## config.mk

```make
export PLATFORM = sky130hd
export DESIGN_NAME = fwvp_sequencer
export DESIGN_NICKNAME = d
export VERILOG_FILES = /design/src/rtl/fwvp_pkg.sv /design/src/rtl/fwvp_ucode_rom.sv /design/src/rtl/fwvp_sequencer.sv
export SDC_FILE = /design/constraint.sdc
export NUM_CORES = 1
export LEC_CHECK = 0
export BUFFER_PORTS_ARGS = -buffer_cell sky130_fd_sc_hd__buf_4
export CORE_UTILIZATION = 40
export DETAILED_ROUTE_END_ITERATION = 12
export PLACE_DENSITY_LB_ADDON = 0.3
export SKIP_CTS_REPAIR_TIMING = 1
export SLEW_MARGIN = 10
export SYNTH_ARGS = -nofsm -noshare
export SYNTH_HDL_FRONTEND = slang
export SYNTH_SLANG_ARGS = --single-unit
export TNS_END_PERCENT = 30
```

## constraint.sdc

```tcl
create_clock -name clk -period 2.1 [get_ports clk]
set_input_delay 0.315 -clock clk [delete_from_list [all_inputs] [get_ports clk]]
set_output_delay 0.315 -clock clk [all_outputs]
set_load 0.005 [all_outputs]
```

## src/rtl/fwvp_pkg.sv

```systemverilog
// Shared types, constants and saturation helpers for the four-wheel velocity PID unit.
package fwvp_pkg;

  localparam int WHEEL_COUNT   = 4;
  localparam int WH_W          = (WHEEL_COUNT > 1) ? $clog2(WHEEL_COUNT) : 1;
  localparam int FRAC_BITS_DEF = 16;

  localparam int DATA_W    = 32;
  localparam int DIFF_W    = DATA_W + 1;
  localparam int GAIN_W    = 31;
  localparam int WEIGHT_W  = 17;
  localparam int CFG_IDX_W = 3;

  // shared multiplier: signed A (up to a 33-bit difference) times non-negative B
  localparam int OPA_W  = DIFF_W;
  localparam int OPB_W  = DATA_W;
  localparam int PROD_W = OPA_W + OPB_W;
  localparam int ACC_W  = PROD_W + 1;

  localparam logic [GAIN_W-1:0]   PROP_GAIN_RST     = 31'd327680;
  localparam logic [GAIN_W-1:0]   INTEG_GAIN_RST    = 31'd1310720;
  localparam logic [GAIN_W-1:0]   DERIV_GAIN_RST    = 31'd0;
  localparam logic [WEIGHT_W-1:0] SMOOTH_WEIGHT_RST = 17'd3277;
  localparam logic [GAIN_W-1:0]   INTEG_LIMIT_RST   = 31'd19661;
  localparam logic [WEIGHT_W-1:0] LOOP_PERIOD_RST   = 17'd655;
  localparam logic [GAIN_W-1:0]   LOOP_RATE_RST     = 31'd6553600;

  typedef enum logic [CFG_IDX_W-1:0] {
    CFG_PROP_GAIN     = 3'd0,
    CFG_INTEG_GAIN    = 3'd1,
    CFG_DERIV_GAIN    = 3'd2,
    CFG_SMOOTH_WEIGHT = 3'd3,
    CFG_INTEG_LIMIT   = 3'd4,
    CFG_LOOP_PERIOD   = 3'd5,
    CFG_LOOP_RATE     = 3'd6
  } cfg_idx_e;

  typedef struct packed {
    logic [GAIN_W-1:0]   prop_gain;
    logic [GAIN_W-1:0]   integ_gain;
    logic [GAIN_W-1:0]   deriv_gain;
    logic [WEIGHT_W-1:0] smooth_weight;
    logic [GAIN_W-1:0]   integ_limit;
    logic [WEIGHT_W-1:0] loop_period;
    logic [GAIN_W-1:0]   loop_rate;
  } cfg_t;

  typedef struct packed {
    logic signed [DATA_W-1:0] angle_front_left;
    logic signed [DATA_W-1:0] angle_back_left;
    logic signed [DATA_W-1:0] angle_front_right;
    logic signed [DATA_W-1:0] angle_back_right;
    logic signed [DATA_W-1:0] target_front_left;
    logic signed [DATA_W-1:0] target_back_left;
    logic signed [DATA_W-1:0] target_front_right;
    logic signed [DATA_W-1:0] target_back_right;
  } item_t;

  typedef struct packed {
    logic signed [DATA_W-1:0] drive_front_left;
    logic signed [DATA_W-1:0] drive_back_left;
    logic signed [DATA_W-1:0] drive_front_right;
    logic signed [DATA_W-1:0] drive_back_right;
  } result_t;

  // microcode fields
  typedef enum logic [3:0] {
    MUL_NONE,
    MUL_DELTA_RATE,
    MUL_OLD_1W,
    MUL_VEL_W,
    MUL_ERR_PERIOD,
    MUL_DERR_RATE,
    MUL_ERR_KP,
    MUL_INTEG_KI,
    MUL_DRATE_KD
  } mul_op_e;

  typedef enum logic [2:0] {
    ACC_HOLD,
    ACC_SET_SH,
    ACC_ADD_SH,
    ACC_SET_RAW,
    ACC_ADD_RAW,
    ACC_INTEG_SH
  } acc_op_e;

  typedef enum logic [2:0] {
    WR_NONE,
    WR_VEL,
    WR_SMOOTH,
    WR_ERR,
    WR_INTEG,
    WR_DRATE,
    WR_DRIVE
  } wr_op_e;

  typedef enum logic [1:0] {
    SQ_NEXT,
    SQ_LOOP,
    SQ_END
  } seq_op_e;

  typedef enum logic [0:0] {
    ST_IDLE,
    ST_RUN
  } seq_state_e;

  localparam int UPC_W = 4;

  typedef enum logic [UPC_W-1:0] {
    UC_DELTA,
    UC_OLD,
    UC_VEL,
    UC_VEL_W,
    UC_WAIT,
    UC_SMOOTH,
    UC_ERR,
    UC_ERR_PER,
    UC_DERR,
    UC_ERR_KP,
    UC_INTEG_KI,
    UC_DRATE_KD,
    UC_SUM_KI,
    UC_DRIVE,
    UC_END
  } uc_step_e;

  typedef struct packed {
    mul_op_e          mul;
    acc_op_e          acc;
    wr_op_e           wr;
    seq_op_e          seq;
    logic [UPC_W-1:0] target;
  } ctrl_word_t;

  typedef struct packed {
    ctrl_word_t       word;
    logic [WH_W-1:0]  wheel;
    logic             load_item;
  } dp_ctrl_t;

  function automatic logic signed [DATA_W-1:0] sat32(input logic signed [ACC_W-1:0] v);
    logic signed [ACC_W-1:0] hi;
    logic signed [ACC_W-1:0] lo;
    hi = {{(ACC_W-DATA_W+1){1'b0}}, {(DATA_W-1){1'b1}}};
    lo = ~hi;
    if (v > hi) begin
      return hi[DATA_W-1:0];
    end else if (v < lo) begin
      return lo[DATA_W-1:0];
    end
    return v[DATA_W-1:0];
  endfunction

  function automatic logic signed [DATA_W-1:0] clamp_lim(input logic signed [ACC_W-1:0] v,
                                                         input logic [GAIN_W-1:0] lim);
    logic signed [ACC_W-1:0] pos;
    logic signed [ACC_W-1:0] neg;
    pos = {{(ACC_W-GAIN_W){1'b0}}, lim};
    neg = -pos;
    if (v > pos) begin
      return pos[DATA_W-1:0];
    end else if (v < neg) begin
      return neg[DATA_W-1:0];
    end
    return v[DATA_W-1:0];
  endfunction

endpackage

```

## src/rtl/fwvp_ucode_rom.sv

```systemverilog
// Control store: one microcode word per step of the per-wheel program.
module fwvp_ucode_rom import fwvp_pkg::*; (
  input  logic [UPC_W-1:0] addr,
  output ctrl_word_t       word
);

  // a multiply's operands are registered, then its product, before a later step reads it from the product register
  always_comb begin
    word = '{mul: MUL_NONE, acc: ACC_HOLD, wr: WR_NONE, seq: SQ_NEXT, target: UC_DELTA};
    unique case (addr)
      UC_DELTA:    word.mul = MUL_DELTA_RATE;
      UC_OLD:      word.mul = MUL_OLD_1W;
      UC_VEL: begin
        word.acc = ACC_SET_SH;
        word.wr  = WR_VEL;
      end
      UC_VEL_W: begin
        word.mul = MUL_VEL_W;
        word.acc = ACC_SET_RAW;
      end
      UC_WAIT:     word.acc = ACC_HOLD;
      UC_SMOOTH: begin
        word.acc = ACC_ADD_RAW;
        word.wr  = WR_SMOOTH;
      end
      UC_ERR:      word.wr  = WR_ERR;
      UC_ERR_PER:  word.mul = MUL_ERR_PERIOD;
      UC_DERR:     word.mul = MUL_DERR_RATE;
      UC_ERR_KP: begin
        word.mul = MUL_ERR_KP;
        word.acc = ACC_INTEG_SH;
        word.wr  = WR_INTEG;
      end
      UC_INTEG_KI: begin
        word.mul = MUL_INTEG_KI;
        word.acc = ACC_SET_SH;
        word.wr  = WR_DRATE;
      end
      UC_DRATE_KD: begin
        word.mul = MUL_DRATE_KD;
        word.acc = ACC_SET_SH;
      end
      UC_SUM_KI:   word.acc = ACC_ADD_SH;
      UC_DRIVE: begin
        word.acc    = ACC_ADD_SH;
        word.wr     = WR_DRIVE;
        word.seq    = SQ_LOOP;
        word.target = UC_DELTA;
      end
      UC_END:      word.seq = SQ_END;
      default:     word.seq = SQ_END;
    endcase
  end

endmodule

```

## src/rtl/fwvp_sequencer.sv

```systemverilog
// Step counter, wheel counter and jump logic that walk the microcode once per wheel, for every wheel, on each tick.
module fwvp_sequencer import fwvp_pkg::*; (
  input  logic     clk,
  input  logic     rst,
  input  logic     start,
  input  logic     out_free,
  output logic     busy,
  output logic     done,
  output dp_ctrl_t ctrl
);

  localparam logic [WH_W-1:0] LAST_WHEEL = WH_W'(WHEEL_COUNT - 1);

  seq_state_e       state;
  seq_state_e       state_next;
  logic [UPC_W-1:0] upc;
  logic [UPC_W-1:0] upc_next;
  logic [WH_W-1:0]  wheel;
  logic [WH_W-1:0]  wheel_next;
  ctrl_word_t       word;

  fwvp_ucode_rom u_rom (
    .addr (upc),
    .word (word)
  );

  always_ff @(posedge clk) begin
    if (rst) begin
      state <= ST_IDLE;
      upc   <= UC_END;
      wheel <= '0;
    end else begin
      state <= state_next;
      upc   <= upc_next;
      wheel <= wheel_next;
    end
  end

  always_comb begin
    state_next = state;
    upc_next   = upc;
    wheel_next = wheel;
    done       = 1'b0;
    unique case (state)
      ST_IDLE: begin
        if (start) begin
          state_next = ST_RUN;
          upc_next   = UC_DELTA;
          wheel_next = '0;
        end
      end
      ST_RUN: begin
        unique case (word.seq)
          SQ_NEXT: upc_next = upc + UPC_W'(1);
          SQ_LOOP: begin
            if (wheel == LAST_WHEEL) begin
              upc_next = upc + UPC_W'(1);
            end else begin
              wheel_next = wheel + WH_W'(1);
              upc_next   = word.target;
            end
          end
          SQ_END: begin
            // hold here until the output register can take the result
            if (out_free) begin
              done       = 1'b1;
              state_next = ST_IDLE;
            end
          end
          default: begin
            state_next = ST_IDLE;
            upc_next   = UC_END;
          end
        endcase
      end
    endcase
  end

  assign busy = (state == ST_RUN);
  assign ctrl = '{word: word, wheel: wheel, load_item: start && (state == ST_IDLE)};

`ifndef SYNTHESIS
  a_idle_parked: assert property (@(posedge clk) disable iff (rst)
    state == ST_IDLE |-> upc == UC_END)
    else $error("sequencer idle away from the end step");
  a_start_entry: assert property (@(posedge clk) disable iff (rst)
    start && state == ST_IDLE |=> state == ST_RUN && upc == UC_DELTA && wheel == '0)
    else $error("program did not start at first step of first wheel");
  a_done_last: assert property (@(posedge clk) disable iff (rst)
    done |-> upc == UC_END && wheel == LAST_WHEEL)
    else $error("finished before all wheels were processed");
`endif

endmodule

```

# --- Word-level counts from Yosys, hierarchy flattened ---
# Index checks and enable logic that the tools add are counted.
op_classes:
  addsub: 2
  eq_ne: 20
  muxes: 19
  bitwise_logic: 1
  reduce_logical: 9
op_table:
  columns: ["op", "count"]
  rows:
  - ["4-bit one-hot mux with 8 select lines", 1]
  - ["4-bit == test, second input constant", 6]
  - ["3-bit one-hot mux with 6 select lines", 1]
  - ["4-bit by 3-bit == test with 1-bit output, second input constant", 4]
  - ["3-bit one-hot mux with 5 select lines", 1]
  - ["13-bit OR reduction", 1]
  - ["4-bit one-hot mux with 3 select lines", 1]
  - ["4-bit by 2-bit == test with 1-bit output, second input constant", 2]
  - ["4-bit 2-to-1 mux", 2]
  - ["2-bit one-hot mux with 2 select lines", 2]
  - ["4-bit one-hot mux with 2 select lines", 1]
  - ["2-bit 2-to-1 mux", 3]
  - ["2-bit inequality test, second input constant", 3]
  - ["1-bit 2-to-1 mux", 5]
  - ["4-bit by 1-bit adder with 4-bit output, second input constant", 1]
  - ["2-bit == test, second input constant", 2]
  - ["4-bit by 1-bit == test with 1-bit output, second input constant", 1]
  - ["4-bit zero test", 1]
  - ["1-bit one-hot mux with 2 select lines", 2]
  - ["2-bit OR reduction", 2]
  - ["3-bit AND reduction", 1]
  - ["3-bit OR reduction", 1]
  - ["2-bit by 1-bit adder with 2-bit output, second input constant", 1]
  - ["2-bit by 1-bit == test with 1-bit output, second input constant", 1]
  - ["5 further kinds", 5]
word_totals:
  regBits: 7
  input_bits: 4
  output_inout_bits: 21
  word_cells: 54

# --- Longest topological paths before layout ---
logic_depth:
  word_depth: 7
  depth_mapped: 7
  mapped_depth_nobuf: 6

# --- Hierarchy ---
# From an unflattened synthesis, not the netlist that was laid out.
hier_totals:
  hier_cells: 84
  area_unflattened_um2: 663.1
by_module_without_submodules:
  columns: ["module", "instances", "cells_per_inst", "area_per_inst_um2", "seq_area_each_um2"]
  rows:
  - ["fwvp_sequencer", 1, 51, 426.7, 140.1]
  - ["fwvp_ucode_rom", 1, 33, 236.5, 0.0]

# --- Worst setup path after synthesis ---
# No wires, ideal clock.
synth_path:
  kind: "flip-flop to output port"
  from: "reg upc[1]"
  to: "out done"
  arrival_time_ps: 1305
  required_time_ps: 1785
  path_slack_ps: 480
  path_stages_with_launch: 7
  path_buffers: 1
  cell_sequence: "dfxtp_1 -> inv_1 -> ha_1 -> buf_4 -> nor2_1 -> and2_2 -> and3_4"
synth_lines:
  columns: ["item", "line_no", "rtl"]
  rows:
  - ["start: declaration", "fwvp_sequencer.sv:16", "logic [UPC_W-1:0] upc;"]
  - ["start signal: assignment", "fwvp_sequencer.sv:34", "upc <= upc_next;"]
  - ["end: declaration", "fwvp_sequencer.sv:8", "output logic done,"]

# --- Worst setup path after layout ---
layout_path:
  from: "reg upc[1]"
  to: "out done"
layout_between:
  elab_chain_len: 6
  elab_cells_between_ends: 19
  cone_classes: "eq/ne: 14; mux: 3; reduce/logical: 2"
layout_lines:
  columns: ["item", "line_no", "rtl"]
  rows:
  - ["4-bit by 1-bit == test with 1-bit output (tied with other cells)", "fwvp_ucode_rom.sv:10", "unique case (addr)"]
  - ["13-bit OR reduction (no line)", null, null]
  - ["2-bit one-hot mux with 2 select lines (*)", "fwvp_ucode_rom.sv:10", null]
  - ["2-bit == test (*)", "fwvp_sequencer.sv:53", "unique case (word.seq)"]
  - ["1-bit 2-to-1 mux (*)", "fwvp_sequencer.sv:53", null]
  - ["1-bit 2-to-1 mux (*)", "fwvp_sequencer.sv:44", "unique case (state)"]
# Mark *: on every way between the ends. The rest lies on a longest branch, timed or not.

==> out/metrics.yaml <==
status: "completed"
critPathBufInv: 2
cts_tree: "yes"
clock_tree.root_cell: "clkbuf_4"
min_from: "rst"
yosys_register_bits: 7
postSynthCellCount: 77
rows: 13
layout-drive-gt1-share: 0.3299
num_vias: 583
design.core.area_sq_um: 1334
required_ns: 1.78
switching_share: 0.3534
area_growth_pct: 27.08
r2r_cells: 6
critPathLaunchType: "flop"
initial_core_util: 0.4400
antenna_found_initial: 0
yosysSeqAreaShare: 0.2388
gr-total-overflow: 0
comb_power_share: 0.425
hold_path_class: "primary input to flop"
r2r_end: "upc[3]"
p_switching_uw: 181.2
finalMaxSlewViolations: 0
ir_drop_uv: 400.9
crit_slowest_cell: "dfxtp_1"
rr_startpoint: "upc[1]"
io_pins: 25
ant_nets: 0
gp_congestion: 0.7833
synth_area_per_cell_sq_um: 7.621
fillers: 140
die_x_um: 40.30
grt_pass1_vias: 462
leakagePower_uw: 0.0003667
clock_latency_ns: 0.25
htree_levels: 1
power.density_nw_per_um2: 687.5
grt_usage: 0.1734
fin_ws_ns: 0.1300
layout.nets: 107
crit_type: "flop to primary output"
syn-cell-area_sq_um: 586.8
clk_pin_slew_worst_paths_ns: 0.05
place_area_sq_um: 714.4
port-buffer-count: 20
timing.fmax_mhz: 507.6
die-area_sq_um: 1624
routed_wl_um: 1285
holdPathStages: 2
skew_ns: 0.004947
seqPwrFrac: 0.338
first_pass_iters: 4
multiInputGateArea_sq_um: 387.9
drt_iter0_markers: 11
synth.distinct_cells: 31
yosys_warnings: 0
hold_violations: 0
rsz0062_at_grt: "no"
hpwl_um: 991.1
dieHeight_um: 40.30
seq_area_sq_um: 140.1
total_power_uw: 512.7
maxCapViolCount: 0
drt-vias-per-instance: 5.205
wl_per_cell_um: 11.47
clockBufferDepth: 2
drcViolationCount: 0
cpPeakStageDelay_ns: 0.39
internal_power_uw: 331.5
min_period_over_period: 0.9381
fin_area_sq_um: 745.7
setup_viol: 0
crit_arrival_ns: 1.66
cp_top_family: "simple AND/OR/NAND/NOR gates"
grt_max_degree: 13
numClockSinks: 7
cp_max_fo: 9
insertedDiodeCount: 0
place_ws_ns: 0.3140
grt_pass1_wl_um: 1904
numCtsBuffers: 3
cp-end-kind: "primary output"
regToRegSetupSlack_ns: 0.51
tns_ns: 0
crit_chain: "inv_1, ha_1, nor2_2, and2_2, and3_4, buf_4"
p_clk_frac: 0.237
period_needed_ns: 1.970
min_to: "wheel[0]"
cells in the final DEF, fill, tap and decap left out, drive strengths merged, types with 2 or more instances in the layout:
cell type	instances
nor2	13
inv	6
nand3	2
a211oi	2
and3	2
clkbuf	4
and2	2
o22ai	2
conb	4
ha	5
nand2	5
o21ai	4
dfxtp	7
nor3	3
buf	20
a21oi	6
registers in the layout (all words and copies together) (netlist names):
register and cells:
wheel 2, upc 4, busy 1
worst max path at each step:
| stage | from | to | slack (ns) | depth (start not counted) |
|---|---|---|---|---|
| 4_1_cts | upc[1] | done | 0.04 | 6 |
| 2_1_floorplan | upc[1] | done | 0.48 | 6 |
| 5_1_grt | upc[1] | done | 0.003 | 6 |
| 3_3_place_gp | upc[0] | done | 0.36 | 6 |
| 6_report | upc[1] | done | 0.13 | 6 |
| 3_5_place_dp | upc[1] | done | 0.31 | 6 |
Yosys cell counts:
| cell type | count | area, sq um |
|---|---|---|
| a211oi_1 | 1 | 7.510 |
| a211oi_2 | 1 | 12.51 |
| a21boi_0 | 1 | 7.510 |
| a21oi_1 | 6 | 30.03 |
| a221o_1 | 1 | 10.01 |
| a31o_1 | 1 | 8.760 |
| and2_1 | 1 | 6.260 |
| and2_2 | 1 | 7.510 |
| and3_2 | 1 | 7.510 |
| and3_4 | 1 | 11.26 |
| and4b_4 | 1 | 13.76 |
| buf_4 | 5 | 37.54 |
| buf_6 | 1 | 11.26 |
| clkbuf_1 | 1 | 3.750 |
| conb_1 | 1 | 3.750 |
| dfxtp_1 | 7 | 140.1 |
| ha_1 | 5 | 62.56 |
| inv_1 | 6 | 22.52 |
| mux2_2 | 1 | 11.26 |
| mux2i_1 | 1 | 10.01 |
| nand2_1 | 5 | 18.77 |
| nand3_1 | 2 | 10.01 |
| nand3b_1 | 1 | 7.510 |
| nor2_1 | 13 | 48.80 |
| nor2b_1 | 1 | 6.260 |
| nor3_1 | 3 | 15.01 |
| o211ai_1 | 1 | 7.510 |
| o21ai_0 | 3 | 15.01 |
| o21ai_1 | 1 | 5.000 |
| o22ai_1 | 2 | 12.51 |
| o2bb2ai_2 | 1 | 15.01 |
cells by family (layout without fill, tap and decap cells):
| group | after synthesis | after routing | share of synthesized area |
|---|---|---|---|
| buf+inv | 13 | 30 | 0.1279 |
| other cells | 1 | 4 | 0.006390 |
| simple gates | 30 | 30 | 0.2602 |
| mux | 2 | 2 | 0.03625 |
| compound gates | 19 | 19 | 0.2239 |
| flops | 7 | 7 | 0.2388 |
| fa+ha+maj | 5 | 5 | 0.1066 |
cell type report:
cell class              count  share of cell area
well taps                  15             0.02517
clock buffers               4             0.03523
flip-flops and latches      7              0.1879
repair buffers             20              0.2013
inverters                   6             0.03020
multi-input cells          60              0.5201
stage by stage:
| step | instances | hold slack [ns] | util |
|---|---|---|---|
| 6_report | 112 | 0.2869 | 0.5591 |
| 5_1_grt | 112 | 0.2859 | 0.5591 |
| 4_1_cts | 112 | 0.2849 | 0.5553 |
| 3_5_place_dp | 108 | 0.5101 | 0.5356 |
| 3_3_place_gp | 108 | 0.4911 | 0.5356 |
| 2_1_floorplan | 80 | 0.3841 | - |
power groups by stage:
stage	Sequential [uW]	Clock, uW	Combinational, uW
6_report	174	121	218
4_1_cts	173	127	216
3_5_place_dp	176	0	215
3_3_place_gp	175	0	211
5_1_grt	177	135	242
2_1_floorplan	161	0	153
metal layers:
layer / GRT usage / share of wire / vias up / routed length, um
met5: 0 / 0 / - / 0
met4: 0.05000 / 0 / 0 / 0
met3: 0.03333 / 0.064 / 0 / 82
met2: 0.2944 / 0.47 / 21 / 604
met1: 0.2207 / 0.47 / 263 / 598
li1: - / - / 299 / -
(Power assumes the default switching activity.)
